--- src/rtl/qlwt_pkg.sv ---
// Shared constants, codes and control structs for the quorum log watermark tracker.
// Depends on nothing; every other file in rtl/ imports it.
package qlwt_pkg;

  localparam int MAX_MEMBERS_DEF = 8;

  localparam int MASK_W     = 8;
  localparam int COUNT_W    = 4;
  localparam int LIMIT_W    = 32;
  localparam int ID_W       = 64;
  localparam int TIME_W     = 63;
  localparam int SLOT_IN_W  = 3;
  localparam int STATUS_W   = 2;
  localparam int CFG_IDX_W  = 2;
  localparam int CFG_DATA_W = 32;

  localparam logic [STATUS_W-1:0] STATUS_OK         = 2'd0;
  localparam logic [STATUS_W-1:0] STATUS_NOT_MEMBER = 2'd1;
  localparam logic [STATUS_W-1:0] STATUS_BAD_ID     = 2'd2;

  localparam logic [CFG_IDX_W-1:0] REG_MEMBER_MASK   = 2'd0;
  localparam logic [CFG_IDX_W-1:0] REG_REPLICA_COUNT = 2'd1;
  localparam logic [CFG_IDX_W-1:0] REG_FRESH_LIMIT   = 2'd2;

  localparam logic MODE_REPORT = 1'b0;
  localparam logic MODE_QUERY  = 1'b1;

  localparam logic [COUNT_W-1:0] REPLICA_COUNT_RST = 4'd3;

  typedef enum logic [2:0] {
    ST_IDLE,
    ST_REPORT,
    ST_SCAN,
    ST_INSERT,
    ST_FINISH
  } state_t;

  // Commands to the ranking unit.
  typedef struct packed {
    logic clear;
    logic min_en;
    logic ins_start;
  } rank_ctl_t;

  // Status from the ranking unit.
  typedef struct packed {
    logic busy;
    logic enough;
  } rank_sts_t;

  // Commands to the entry store.
  typedef struct packed {
    logic prune;
    logic write;
  } ent_ctl_t;

endpackage

--- src/rtl/qlwt_if.sv ---
// Channel interfaces of the tracker: item input, result output, register writes.
// Depends on qlwt_pkg for field widths.
interface qlwt_item_if;
  import qlwt_pkg::*;
  logic                 valid;
  logic                 ready;
  logic                 mode;
  logic [SLOT_IN_W-1:0] member_slot;
  logic                 is_log_only;
  logic [ID_W-1:0]      confirmed_id;
  logic [TIME_W-1:0]    now_time;
  modport source (output valid, mode, member_slot, is_log_only, confirmed_id, now_time,
                  input ready);
  modport sink   (input valid, mode, member_slot, is_log_only, confirmed_id, now_time,
                  output ready);
endinterface

interface qlwt_result_if;
  import qlwt_pkg::*;
  logic                valid;
  logic                ready;
  logic [STATUS_W-1:0] status;
  logic [ID_W-1:0]     recyclable_id;
  logic                members_complete;
  modport source (output valid, status, recyclable_id, members_complete, input ready);
  modport sink   (input valid, status, recyclable_id, members_complete, output ready);
endinterface

interface qlwt_cfg_if;
  import qlwt_pkg::*;
  logic                  valid;
  logic                  ready;
  logic [CFG_IDX_W-1:0]  index;
  logic [CFG_DATA_W-1:0] data;
  modport source (output valid, index, data, input ready);
  modport sink   (input valid, index, data, output ready);
endinterface

--- src/rtl/qlwt_entries.sv ---
// Per-slot entry store: valid bits (cleared at reset), log-only flag, id and stamp.
// Depends on qlwt_pkg.
module qlwt_entries #(
  parameter int MAX_MEMBERS = qlwt_pkg::MAX_MEMBERS_DEF,
  localparam int SLOT_W = (MAX_MEMBERS > 1) ? $clog2(MAX_MEMBERS) : 1
) (
  input  logic                         clk,
  input  logic                         rst,
  input  qlwt_pkg::ent_ctl_t           ctl,
  input  logic [MAX_MEMBERS-1:0]       members,
  input  logic [SLOT_W-1:0]            wr_slot,
  input  logic                         wr_log_only,
  input  logic [qlwt_pkg::ID_W-1:0]    wr_id,
  input  logic [qlwt_pkg::TIME_W-1:0]  wr_stamp,
  input  logic [SLOT_W-1:0]            rd_slot,
  output logic                         rd_valid,
  output logic                         rd_log_only,
  output logic [qlwt_pkg::ID_W-1:0]    rd_id,
  output logic [qlwt_pkg::TIME_W-1:0]  rd_stamp
);
  import qlwt_pkg::*;

  logic [MAX_MEMBERS-1:0] valid;
  logic [MAX_MEMBERS-1:0] valid_next;
  logic                   log_only [MAX_MEMBERS];
  logic [ID_W-1:0]        conf     [MAX_MEMBERS];
  logic [TIME_W-1:0]      stamp    [MAX_MEMBERS];

  // Drop entries of non-members first, then mark the written slot.
  always_comb begin
    valid_next = ctl.prune ? (valid & members) : valid;
    if (ctl.write) begin
      valid_next[wr_slot] = 1'b1;
    end
  end

  always_ff @(posedge clk) begin
    if (rst) begin
      valid <= '0;
    end else begin
      valid <= valid_next;
    end
  end

  always_ff @(posedge clk) begin
    if (ctl.write) begin
      log_only[wr_slot] <= wr_log_only;
      conf[wr_slot]     <= wr_id;
      stamp[wr_slot]    <= wr_stamp;
    end
  end

  assign rd_valid    = valid[rd_slot];
  assign rd_log_only = log_only[rd_slot];
  assign rd_id       = conf[rd_slot];
  assign rd_stamp    = stamp[rd_slot];

endmodule

--- src/rtl/qlwt_rank.sv ---
// Ranking unit: descending sorted id list built by insertion, plus a running minimum,
// both served by one shared 64-bit less-than comparator. Depends on qlwt_pkg.
module qlwt_rank #(
  parameter int MAX_MEMBERS = qlwt_pkg::MAX_MEMBERS_DEF,
  localparam int SLOT_W = (MAX_MEMBERS > 1) ? $clog2(MAX_MEMBERS) : 1,
  localparam int CNT_W  = $clog2(MAX_MEMBERS + 1)
) (
  input  logic                         clk,
  input  logic                         rst,
  input  qlwt_pkg::rank_ctl_t          ctl,
  input  logic [qlwt_pkg::ID_W-1:0]    id_in,
  input  logic [qlwt_pkg::COUNT_W-1:0] majority,
  output qlwt_pkg::rank_sts_t          sts,
  output logic [qlwt_pkg::ID_W-1:0]    kth,
  output logic [qlwt_pkg::ID_W-1:0]    low
);
  import qlwt_pkg::*;

  localparam int EXT_W = SLOT_W + COUNT_W;
  localparam int CMP_W = CNT_W + COUNT_W;

  logic [ID_W-1:0]    sorted [MAX_MEMBERS];
  logic [CNT_W-1:0]   n;
  logic [CNT_W-1:0]   ins_pos;
  logic [CNT_W-1:0]   ins_pos_m1;
  logic [ID_W-1:0]    ins_val;
  logic               busy;
  logic [COUNT_W-1:0] maj_m1;
  logic [EXT_W-1:0]   maj_ext;
  logic [SLOT_W-1:0]  rd_idx;
  logic [ID_W-1:0]    rd_data;
  logic [ID_W-1:0]    op_a;
  logic [ID_W-1:0]    op_b;
  logic               lt;
  logic               shift;

  assign ins_pos_m1 = ins_pos - 1'b1;
  assign maj_m1     = majority - 1'b1;
  assign maj_ext    = EXT_W'(maj_m1);

  // One read port: the neighbor above the hole while inserting, else the quorum rank.
  assign rd_idx  = busy ? ins_pos_m1[SLOT_W-1:0] : maj_ext[SLOT_W-1:0];
  assign rd_data = sorted[rd_idx];

  // Shared comparator: insertion step while busy, minimum update otherwise.
  assign op_a  = busy ? rd_data : id_in;
  assign op_b  = busy ? ins_val : low;
  assign lt    = op_a < op_b;
  assign shift = (ins_pos != '0) && lt;

  always_ff @(posedge clk) begin
    if (rst) begin
      busy    <= 1'b0;
      n       <= '0;
      ins_pos <= '0;
    end else if (ctl.clear) begin
      busy <= 1'b0;
      n    <= '0;
    end else if (ctl.ins_start) begin
      busy    <= 1'b1;
      ins_pos <= n;
    end else if (busy) begin
      if (shift) begin
        ins_pos <= ins_pos_m1;
      end else begin
        busy <= 1'b0;
        n    <= n + 1'b1;
      end
    end
  end

  always_ff @(posedge clk) begin
    if (ctl.clear) begin
      low <= '1;
    end else if (ctl.min_en && lt) begin
      low <= id_in;
    end
    if (ctl.ins_start) begin
      ins_val <= id_in;
    end
    if (busy) begin
      sorted[ins_pos[SLOT_W-1:0]] <= shift ? rd_data : ins_val;
    end
  end

  assign kth        = rd_data;
  assign sts.busy   = busy;
  assign sts.enough = CMP_W'(n) >= CMP_W'(majority);

endmodule

--- src/rtl/quorum_log_watermark_tracker_core.sv ---
// Quorum log watermark tracker. One item is taken at a time; a report goes through the
// REPORT state into the output register, while a query scans every slot (SCAN), inserts
// the id of every fresh full member into the ranking unit's sorted list (INSERT) and then
// loads its answer (FINISH). The ranking unit's single 64-bit comparator steps the sorted
// list one position per cycle. The result sits in an output register, so the next item is
// taken while it waits. Registers are written in one beat at any time; write
// them only while the block is idle. Depends on qlwt_pkg, qlwt_if, qlwt_entries, qlwt_rank.
module quorum_log_watermark_tracker_core #(
  parameter int MAX_MEMBERS = qlwt_pkg::MAX_MEMBERS_DEF
) (
  input logic           clk,
  input logic           rst,
  qlwt_item_if.sink     item,
  qlwt_result_if.source result,
  qlwt_cfg_if.sink      cfg
);
  import qlwt_pkg::*;

  localparam int SLOT_W = (MAX_MEMBERS > 1) ? $clog2(MAX_MEMBERS) : 1;
  localparam int CNT_W  = $clog2(MAX_MEMBERS + 1);

  // Configuration registers.
  logic [MASK_W-1:0]  member_mask;
  logic [COUNT_W-1:0] replica_count;
  logic [LIMIT_W-1:0] freshness_limit;

  // Captured item.
  logic                 req_mode;
  logic [SLOT_IN_W-1:0] req_slot;
  logic                 req_log_only;
  logic [ID_W-1:0]      req_id;
  logic [TIME_W-1:0]    req_now;

  // Sequencer.
  state_t           state;
  state_t           state_next;
  logic [CNT_W-1:0] scan_cnt;
  logic             complete;

  // Output register.
  logic                res_valid;
  logic [STATUS_W-1:0] res_status;
  logic [ID_W-1:0]     res_id;
  logic                res_complete;

  logic                out_free;
  logic                out_load;
  logic [STATUS_W-1:0] out_status;
  logic [ID_W-1:0]     out_id;
  logic                out_complete;

  logic [MAX_MEMBERS-1:0] member_vec;
  logic                   item_accept;
  logic                   slot_member;
  logic [SLOT_W-1:0]      wr_idx;

  ent_ctl_t          ent_ctl;
  logic              rd_valid;
  logic              rd_log_only;
  logic [ID_W-1:0]   rd_id;
  logic [TIME_W-1:0] rd_stamp;

  rank_ctl_t          rank_ctl;
  rank_sts_t          rank_sts;
  logic [COUNT_W-1:0] majority;
  logic [ID_W-1:0]    kth;
  logic [ID_W-1:0]    low;
  logic [ID_W-1:0]    kth_sel;
  logic [ID_W-1:0]    answer;

  logic [TIME_W:0] age;
  logic            fresh;
  logic            scan_mem;
  logic            scan_present;
  logic            scan_last;

  // Slots beyond the mask width are never members.
  for (genvar s = 0; s < MAX_MEMBERS; s++) begin : g_member
    if (s < MASK_W) begin : g_in
      assign member_vec[s] = member_mask[s];
    end else begin : g_out
      assign member_vec[s] = 1'b0;
    end
  end

  assign item.ready  = (state == ST_IDLE);
  assign item_accept = item.valid && item.ready;
  assign cfg.ready   = 1'b1;

  // Register writes land in one beat; unknown indexes are dropped.
  always_ff @(posedge clk) begin
    if (rst) begin
      member_mask     <= '0;
      replica_count   <= REPLICA_COUNT_RST;
      freshness_limit <= '0;
    end else if (cfg.valid) begin
      case (cfg.index)
        REG_MEMBER_MASK:   member_mask     <= cfg.data[MASK_W-1:0];
        REG_REPLICA_COUNT: replica_count   <= cfg.data[COUNT_W-1:0];
        REG_FRESH_LIMIT:   freshness_limit <= cfg.data[LIMIT_W-1:0];
        default: ;
      endcase
    end
  end

  // Hold the item for the whole sequence.
  always_ff @(posedge clk) begin
    if (item_accept) begin
      req_mode     <= item.mode;
      req_slot     <= item.member_slot;
      req_log_only <= item.is_log_only;
      req_id       <= item.confirmed_id;
      req_now      <= item.now_time;
    end
  end

  assign wr_idx      = SLOT_W'(req_slot);
  assign slot_member = (32'(req_slot) < MAX_MEMBERS) && member_vec[wr_idx];

  qlwt_entries #(.MAX_MEMBERS(MAX_MEMBERS)) u_entries (
    .clk         (clk),
    .rst         (rst),
    .ctl         (ent_ctl),
    .members     (member_vec),
    .wr_slot     (wr_idx),
    .wr_log_only (req_log_only),
    .wr_id       (req_id),
    .wr_stamp    (req_now),
    .rd_slot     (scan_cnt[SLOT_W-1:0]),
    .rd_valid    (rd_valid),
    .rd_log_only (rd_log_only),
    .rd_id       (rd_id),
    .rd_stamp    (rd_stamp)
  );

  // Age goes negative when the stamp lies after now; such an entry counts as fresh.
  assign age   = {1'b0, req_now} - {1'b0, rd_stamp};
  assign fresh = age[TIME_W] || (age[TIME_W-1:0] <= TIME_W'(freshness_limit));

  assign scan_mem     = member_vec[scan_cnt[SLOT_W-1:0]];
  assign scan_present = rd_valid && fresh;
  assign scan_last    = (scan_cnt == CNT_W'(MAX_MEMBERS - 1));

  // Majority is count/2 + 1.
  assign majority = {1'b0, replica_count[COUNT_W-1:1]} + 1'b1;

  qlwt_rank #(.MAX_MEMBERS(MAX_MEMBERS)) u_rank (
    .clk      (clk),
    .rst      (rst),
    .ctl      (rank_ctl),
    .id_in    (rd_id),
    .majority (majority),
    .sts      (rank_sts),
    .kth      (kth),
    .low      (low)
  );

  // Quorum answer, falling back to the minimum when every member is present and it is zero.
  assign kth_sel = rank_sts.enough ? kth : '0;
  assign answer  = (complete && (kth_sel == '0)) ? low : kth_sel;

  assign out_free = !res_valid || result.ready;

  // Next state.
  always_comb begin
    state_next = state;
    case (state)
      ST_IDLE: begin
        if (item_accept) begin
          state_next = (item.mode == MODE_QUERY) ? ST_SCAN : ST_REPORT;
        end
      end
      ST_REPORT: begin
        if (out_free) begin
          state_next = ST_IDLE;
        end
      end
      ST_SCAN: begin
        if (rank_ctl.ins_start) begin
          state_next = ST_INSERT;
        end else if (scan_last) begin
          state_next = ST_FINISH;
        end
      end
      ST_INSERT: begin
        if (!rank_sts.busy) begin
          state_next = (scan_cnt == CNT_W'(MAX_MEMBERS)) ? ST_FINISH : ST_SCAN;
        end
      end
      ST_FINISH: begin
        if (out_free) begin
          state_next = ST_IDLE;
        end
      end
      default: state_next = ST_IDLE;
    endcase
  end

  // Sequencer outputs.
  always_comb begin
    ent_ctl      = '0;
    rank_ctl     = '0;
    out_load     = 1'b0;
    out_status   = STATUS_OK;
    out_id       = '0;
    out_complete = 1'b0;
    case (state)
      ST_IDLE: begin
        rank_ctl.clear = item_accept && (item.mode == MODE_QUERY);
      end
      ST_REPORT: begin
        // Update only in the beat that also loads the result, so it happens once.
        if (out_free) begin
          out_load = 1'b1;
          if (req_id == '1) begin
            out_status = STATUS_BAD_ID;
          end else begin
            ent_ctl.prune = 1'b1;
            ent_ctl.write = slot_member;
            out_status    = slot_member ? STATUS_OK : STATUS_NOT_MEMBER;
          end
        end
      end
      ST_SCAN: begin
        rank_ctl.min_en    = scan_mem && rd_valid && !rd_log_only;
        rank_ctl.ins_start = scan_mem && scan_present && !rd_log_only;
      end
      ST_INSERT: ;
      ST_FINISH: begin
        out_load     = out_free;
        out_id       = answer;
        out_complete = complete;
      end
      default: ;
    endcase
  end

  always_ff @(posedge clk) begin
    if (rst) begin
      state    <= ST_IDLE;
      scan_cnt <= '0;
      complete <= 1'b0;
    end else begin
      state <= state_next;
      if (item_accept) begin
        scan_cnt <= '0;
        complete <= 1'b1;
      end else if (state == ST_SCAN) begin
        scan_cnt <= scan_cnt + 1'b1;
        if (scan_mem && !scan_present) begin
          complete <= 1'b0;
        end
      end
    end
  end

  // Output register: load on a free slot, drop valid once taken.
  always_ff @(posedge clk) begin
    if (rst) begin
      res_valid <= 1'b0;
    end else if (out_load) begin
      res_valid <= 1'b1;
    end else if (result.ready) begin
      res_valid <= 1'b0;
    end
  end

  always_ff @(posedge clk) begin
    if (out_load) begin
      res_status   <= out_status;
      res_id       <= out_id;
      res_complete <= out_complete;
    end
  end

  assign result.valid            = res_valid;
  assign result.status           = res_status;
  assign result.recyclable_id    = res_id;
  assign result.members_complete = res_complete;

endmodule

--- src/flat_wrapper.sv ---
// flat-port wrapper written by rule: the top's interface ports become plain ports
module quorum_log_watermark_tracker_core_flat import qlwt_pkg::*;
#(
  parameter int MAX_MEMBERS = qlwt_pkg::MAX_MEMBERS_DEF
)
  (clk, rst, item_valid, item_mode, item_member_slot, item_is_log_only, item_confirmed_id, item_now_time, item_ready, result_valid, result_status, result_recyclable_id, result_members_complete, result_ready, cfg_valid, cfg_index, cfg_data, cfg_ready);
  qlwt_item_if item_i ();
  qlwt_result_if result_i ();
  qlwt_cfg_if cfg_i ();
  input logic clk;
  input logic rst;
  input wire logic [$bits(item_i.valid)-1:0] item_valid;
  input wire logic [$bits(item_i.mode)-1:0] item_mode;
  input wire logic [$bits(item_i.member_slot)-1:0] item_member_slot;
  input wire logic [$bits(item_i.is_log_only)-1:0] item_is_log_only;
  input wire logic [$bits(item_i.confirmed_id)-1:0] item_confirmed_id;
  input wire logic [$bits(item_i.now_time)-1:0] item_now_time;
  output wire logic [$bits(item_i.ready)-1:0] item_ready;
  output wire logic [$bits(result_i.valid)-1:0] result_valid;
  output wire logic [$bits(result_i.status)-1:0] result_status;
  output wire logic [$bits(result_i.recyclable_id)-1:0] result_recyclable_id;
  output wire logic [$bits(result_i.members_complete)-1:0] result_members_complete;
  input wire logic [$bits(result_i.ready)-1:0] result_ready;
  input wire logic [$bits(cfg_i.valid)-1:0] cfg_valid;
  input wire logic [$bits(cfg_i.index)-1:0] cfg_index;
  input wire logic [$bits(cfg_i.data)-1:0] cfg_data;
  output wire logic [$bits(cfg_i.ready)-1:0] cfg_ready;
  assign item_i.valid = item_valid;
  assign item_i.mode = item_mode;
  assign item_i.member_slot = item_member_slot;
  assign item_i.is_log_only = item_is_log_only;
  assign item_i.confirmed_id = item_confirmed_id;
  assign item_i.now_time = item_now_time;
  assign item_ready = item_i.ready;
  assign result_valid = result_i.valid;
  assign result_status = result_i.status;
  assign result_recyclable_id = result_i.recyclable_id;
  assign result_members_complete = result_i.members_complete;
  assign result_i.ready = result_ready;
  assign cfg_i.valid = cfg_valid;
  assign cfg_i.index = cfg_index;
  assign cfg_i.data = cfg_data;
  assign cfg_ready = cfg_i.ready;
  quorum_log_watermark_tracker_core #(.MAX_MEMBERS(MAX_MEMBERS)) u_core (.clk(clk), .rst(rst), .item(item_i), .result(result_i), .cfg(cfg_i));
endmodule
--- config.mk ---
export PLATFORM = sky130hd
export DESIGN_NAME = quorum_log_watermark_tracker_core_flat
export DESIGN_NICKNAME = d
export VERILOG_FILES = /design/src/rtl/qlwt_pkg.sv /design/src/rtl/qlwt_if.sv /design/src/rtl/qlwt_entries.sv /design/src/rtl/qlwt_rank.sv /design/src/rtl/quorum_log_watermark_tracker_core.sv /design/src/flat_wrapper.sv
export SDC_FILE = /design/constraint.sdc
export NUM_CORES = 2
export LEC_CHECK = 0
export ABC_AREA = 1
export BUFFER_PORTS_ARGS = -buffer_cell sky130_fd_sc_hd__buf_2
export CAP_MARGIN = 20
export CORE_MARGIN = 5
export CORE_UTILIZATION = 40
export CTS_BUF_LIST = sky130_fd_sc_hd__clkbuf_2
export CTS_CLUSTER_DIAMETER = 200
export DETAILED_ROUTE_END_ITERATION = 10
export PLACE_DENSITY = 0.61
export SLEW_MARGIN = 20
export SYNTH_ARGS = -nofsm -noshare
export SYNTH_HDL_FRONTEND = slang
export SYNTH_SLANG_ARGS = --single-unit
--- constraint.sdc ---
create_clock -name clk -period 11 [get_ports clk]
set_input_delay 1.65 -clock clk [delete_from_list [all_inputs] [get_ports clk]]
set_output_delay 1.65 -clock clk [all_outputs]
set_load 0.05 [all_outputs]
==> results.md <==
- Measured in cells, the most critical reg-to-reg path has a length of 32.
- Clock tree synthesis inserted a total of roughly 500 buffers.
- The worst-case clock buffer depth is 4.
- The count of flip-flops with a built-in enable after synthesis is roughly 1,800.
- The H-tree level count is 5.
- In the final routed layout, each cell accounts on average for 21.45 um.
- Static timing analysis puts the maximum clock frequency at 126.6 MHz.
- The static power due to leakage is roughly 0.035 uW.
- The gate count after technology mapping is ~7,600.
- Summed over all layers, the global routing overflow is 0.
- The clock tree skew after final layout is 0.3589 ns.
- The biggest cell delay along the critical path is about 0.8 ns.
- The weighted congestion at the end of routability-driven global placement is roughly 0.98.
- The share of the Yosys chip area taken by registers is between 60% and 70%.
- Summed over all failing endpoints, the final setup total negative slack is 0 ns.
- The data required time of the critical path is around 12 ns.
- TritonCTS built the clock tree.
- The path length in cells of the critical path is 32.
- The part of the cycle the worst path needs is a little under three quarters.
- Clock tree synthesis selected as its root buffer the cell sky130_fd_sc_hd__clkbuf_2.
- The library cell occupying the most area in the post-synthesis netlist is sky130_fd_sc_hd__edfxtp_1.
- The slew of the pin with the lowest slew margin is around 1.2 ns.
- The critical path endpoint category is a flop.
- The top-area cell type share of the netlist area is between 60% and 70%.
- The average footprint of a synthesized cell is 11.05 sq um.
- Cells with a size suffix above 1 make up a little over an eighth of the layout.
- Setup repair after global routing left no endpoint under its margin.
- The max capacitance violation total is 0.
- The die width is 467.5 um.
- The critical path launch point type is a flop.
- The cell area after technology mapping is 83,710 sq um.
- The most used cell along the critical path is sky130_fd_sc_hd__nand2_1.
- The floorplan has around 170 rows.
- The first-pass GRT wire length is 361.5 mm.
- The endpoint identified for the worst register-to-register timing path is u_core.u_rank.ins_val[61].
- The register-to-register path setup slack is 3.10 ns.
- The global-route total usage across every layer is 21.67%.
- Setup violations remaining at the end of the flow were counted as 0.
- The worst IR drop on VDD is approximately 0.00014 V.
- At the later pin of the worst-skew pair, clock insertion delay measures approximately 2 ns.
- After synthesis, the share of flip-flops with an asynchronous set or reset is 0%.
- In this run the count of I/O pins placed on the die edge is 241.
- At the placement stage, the worst setup path has a slack of about 3.0 ns.
- The number of pins exceeding their max-slew limit in the final report is 0.
- The worst hold path belongs to the class input pin to flop.
- The final hold slack is between 0.2 and 0.3 ns.
- Together, buffers and inverters on the worst path number 5.
- The fill cell instance count of the final layout is around 20,000.
- The flow ran to the end, and the final reports show no timing, DRC or antenna violations.
- Yosys attributes the largest share of cell area to sky130_fd_sc_hd__edfxtp_1 65%, sky130_fd_sc_hd__nand2_1 6.3%, sky130_fd_sc_hd__nor2_1 4.9%.
- For this configuration, the core starts out at a cell density of about two fifths.
- In this run the worst path has a maximum fanout of around 160.
- In this run the tightest slew margin relative to its limit is about 19%.
- The post-route antenna net violation count is 0.
- The initial antenna violation count is 14.
- At the end of the flow, the number of nets in the layout was about 8,500.
- The number of optimization iterations in the first detailed-route pass is 6.
- Dividing the detail-routed via count by the number of cells gives roughly 5.3.
- Data arrives at the worst endpoint at between 9 and 10 ns.
- The final total power is approximately 19,000 uW.
- Once routing completed, OpenROAD measured the worst setup slack at between 3 and 4 ns.
- The most critical setup path has its endpoint at u_core.u_rank.ins_val[61].
- The startpoint of the lowest-slack hold path is item_confirmed_id[40].
- After the first detailed-routing iteration, the DRC count stood at approximately 5,600.
- The area of the die is about 220,000 sq um.
- Wires add up to about 240 mm.
- The post-route core utilization is between 40 and 50%.
- The cell family contributing the most delay on the critical path is simple AND/OR/NAND/NOR gates.
- The critical path class is flop to flop.
- Across all layers, the routed design uses ~60,000 vias.
- The power density over cell area is about 200 nW/um^2.
- Entering global routing, the biggest net connects about 180 pins.
- Input and output buffers added on the ports amount to 239.
- The hold violation count in the final report came to 0.
- The worst path needs 7.901 ns of the cycle, external delays included.
- The y dimension of the die is ~470 um.
- Yosys printed 0 warnings.
- The number of library cell types mapped by synthesis is 53.
- The commonest register cell after synthesis is sky130_fd_sc_hd__edfxtp_1.
- The clock sink total is around 1,900.
- The critical-path cell with the highest stage delay is sky130_fd_sc_hd__inv_2.
- The total nets after synthesis is 7,914.
- From synthesis to final layout, the design area changed by 11.91%.
- The core region is between 200,000 and 250,000 sq um.
- The number of global-route vias before repair is around 59,000.
- The wire-length estimate of the detail-placed layout is around 150 mm.
- The flip-flop and latch count after synthesis is between 1,500 and 2,000.
- After clock tree synthesis, the clock-pin slew on the worst setup and hold paths is around 0.11 ns.
- In the routed design, unresolved DRC markers number 0.
==> synthesized netlist by cell type, drive strengths merged (13+ instances only) <==
master  number
edfxtp    1798
nand2     1411
nor2      1093
o21ai      847
inv        462
nand3      365
clkbuf     278
a21oi      242
ha         167
o22ai      140
dfxtp      136
buf        118
nand4       98
a31oi       80
o221ai      65
mux2i       63
a211oi      42
xor2        33
nor3        31
nor4        27
nand3b      16
o21bai      13
==> per-layer routing <==
layer  GRT usage (%)  vias to the layer above  share of wire [%]
met4           9.367                        0                4.2
met3           3.824                      493                7.1
met5               0                        -                  0
li1                -                    28230                  -
met1           28.40                    29120                 41
met2           35.53                     2423                 47
==> flip-flops by register name, indices dropped and copies added, names as in the netlist, 3 cells and up, named ones only <==
| name | cells |
|---|---|
| u_core.u_rank.ins_val | 64 |
| u_core.member_mask | 8 |
| u_core.replica_count | 3 |
| u_core.u_rank.sorted | 512 |
| u_core.u_entries.conf | 512 |
| u_core.u_rank.ins_pos | 4 |
| u_core.req_now | 63 |
| u_core.req_id | 64 |
| u_core.u_entries.stamp | 504 |
| u_core.state | 3 |
| u_core.u_entries.log_only | 8 |
| u_core.u_rank.n | 4 |
| u_core.req_slot | 3 |
| u_core.result.recyclable_id | 64 |
| u_core.u_rank.low | 64 |
| u_core.u_entries.valid | 8 |
| u_core.scan_cnt | 4 |
| u_core.freshness_limit | 32 |
==> cell usage in the layout, fill, tap and decap left out, types with 5 or more instances in the layout <==
master and count:
sky130_fd_sc_hd__a211oi_1 37, sky130_fd_sc_hd__a211oi_2 5, sky130_fd_sc_hd__a21oi_1 242, sky130_fd_sc_hd__a31oi_1 79, sky130_fd_sc_hd__a32o_1 10, sky130_fd_sc_hd__buf_12 10
sky130_fd_sc_hd__buf_2 239, sky130_fd_sc_hd__buf_4 65, sky130_fd_sc_hd__bufinv_16 5, sky130_fd_sc_hd__clkbuf_2 733, sky130_fd_sc_hd__clkinv_1 115, sky130_fd_sc_hd__clkinv_2 17
sky130_fd_sc_hd__dfxtp_1 132, sky130_fd_sc_hd__diode_2 9, sky130_fd_sc_hd__dlygate4sd3_1 160, sky130_fd_sc_hd__edfxtp_1 1798, sky130_fd_sc_hd__ha_1 167, sky130_fd_sc_hd__inv_1 451
sky130_fd_sc_hd__inv_2 10, sky130_fd_sc_hd__mux2i_1 63, sky130_fd_sc_hd__nand2_1 1405, sky130_fd_sc_hd__nand3_1 361, sky130_fd_sc_hd__nand3b_1 16, sky130_fd_sc_hd__nand4_1 98
sky130_fd_sc_hd__nor2_1 1075, sky130_fd_sc_hd__nor2_4 17, sky130_fd_sc_hd__nor3_1 31, sky130_fd_sc_hd__nor4_1 27, sky130_fd_sc_hd__o21ai_0 812, sky130_fd_sc_hd__o21ai_1 34
sky130_fd_sc_hd__o21bai_1 13, sky130_fd_sc_hd__o221ai_1 65, sky130_fd_sc_hd__o22ai_1 140, sky130_fd_sc_hd__xor2_1 33
==> cell families after synthesis <==
| logic type | count (synthesis) | synth area share [%] |
|---|---|---|
| AOI/OAI and AO/OA | 1454 | 9.622 |
| xor gates and xnor gates | 37 | 0.3871 |
| and+or+nand+nor | 3051 | 14.80 |
| adders and majority gates | 168 | 2.520 |
| muxes | 63 | 0.7534 |
| other | 1 | 0.004480 |
| DFF | 1934 | 67.75 |
| buffers and inverters | 867 | 4.158 |
==> final cells by class <==
cell class | count | area (sq um) | share of cell area, %
diodes | 9 | 22.52 | 0.02404
clock buffers | 733 | 3669 | 3.916
clock inverters | 137 | 690.7 | 0.7373
inverters | 471 | 1793 | 1.914
multi-input cells | 4774 | 23720 | 25.32
flip-flops and latches | 1934 | 56730 | 60.56
well taps | 2805 | 3510 | 3.746
repair buffers | 476 | 3541 | 3.780
==> worst reg2reg max path, delay by kind of cell, from the launching register on <==
kind	cells	cell delay, ns
and+or+nand+nor	20	3.00
buffers and inverters	5	2.34
adders and majority gates	3	1.00
DFF	1	0.78
AOI/OAI and AO/OA	3	0.37
xor gates and xnor gates	1	0.13
==> power by group <==
part | leakage, uW | total [uW] | internal (uW) | switching [uW]
Sequential | 0.0174 | 9210 | 8760 | 453
Clock | 0.00338 | 4760 | 1890 | 2870
Combinational | 0.0145 | 4840 | 1310 | 3530
==> repair_timing <==
item,CTS,global route
setup buffers,0,0
endpoints found under the hold margin,165,0
resized for setup,0,0
hold buffers,160,0
==> worst min path at each step <==
stage | endpoint | cells after the start
floorplan | u_core.freshness_limit[10] | 2
global placement | u_core.freshness_limit[24] | 2
detailed placement | u_core.freshness_limit[6] | 2
CTS | u_core.req_id[42] | 1
global route | u_core.req_id[40] | 1
finish | u_core.req_id[40] | 1
==> metrics by stage <==
stage / instance area, sq um / std cells
floorplan: 83710 / 7575
global placement: 87640 / 10300
detailed placement: 87670 / 10300
CTS: 93630 / 11330
global route: 93670 / 11330
finish: 93680 / 11340
Note: power is estimated with default switching activity, not from simulation.
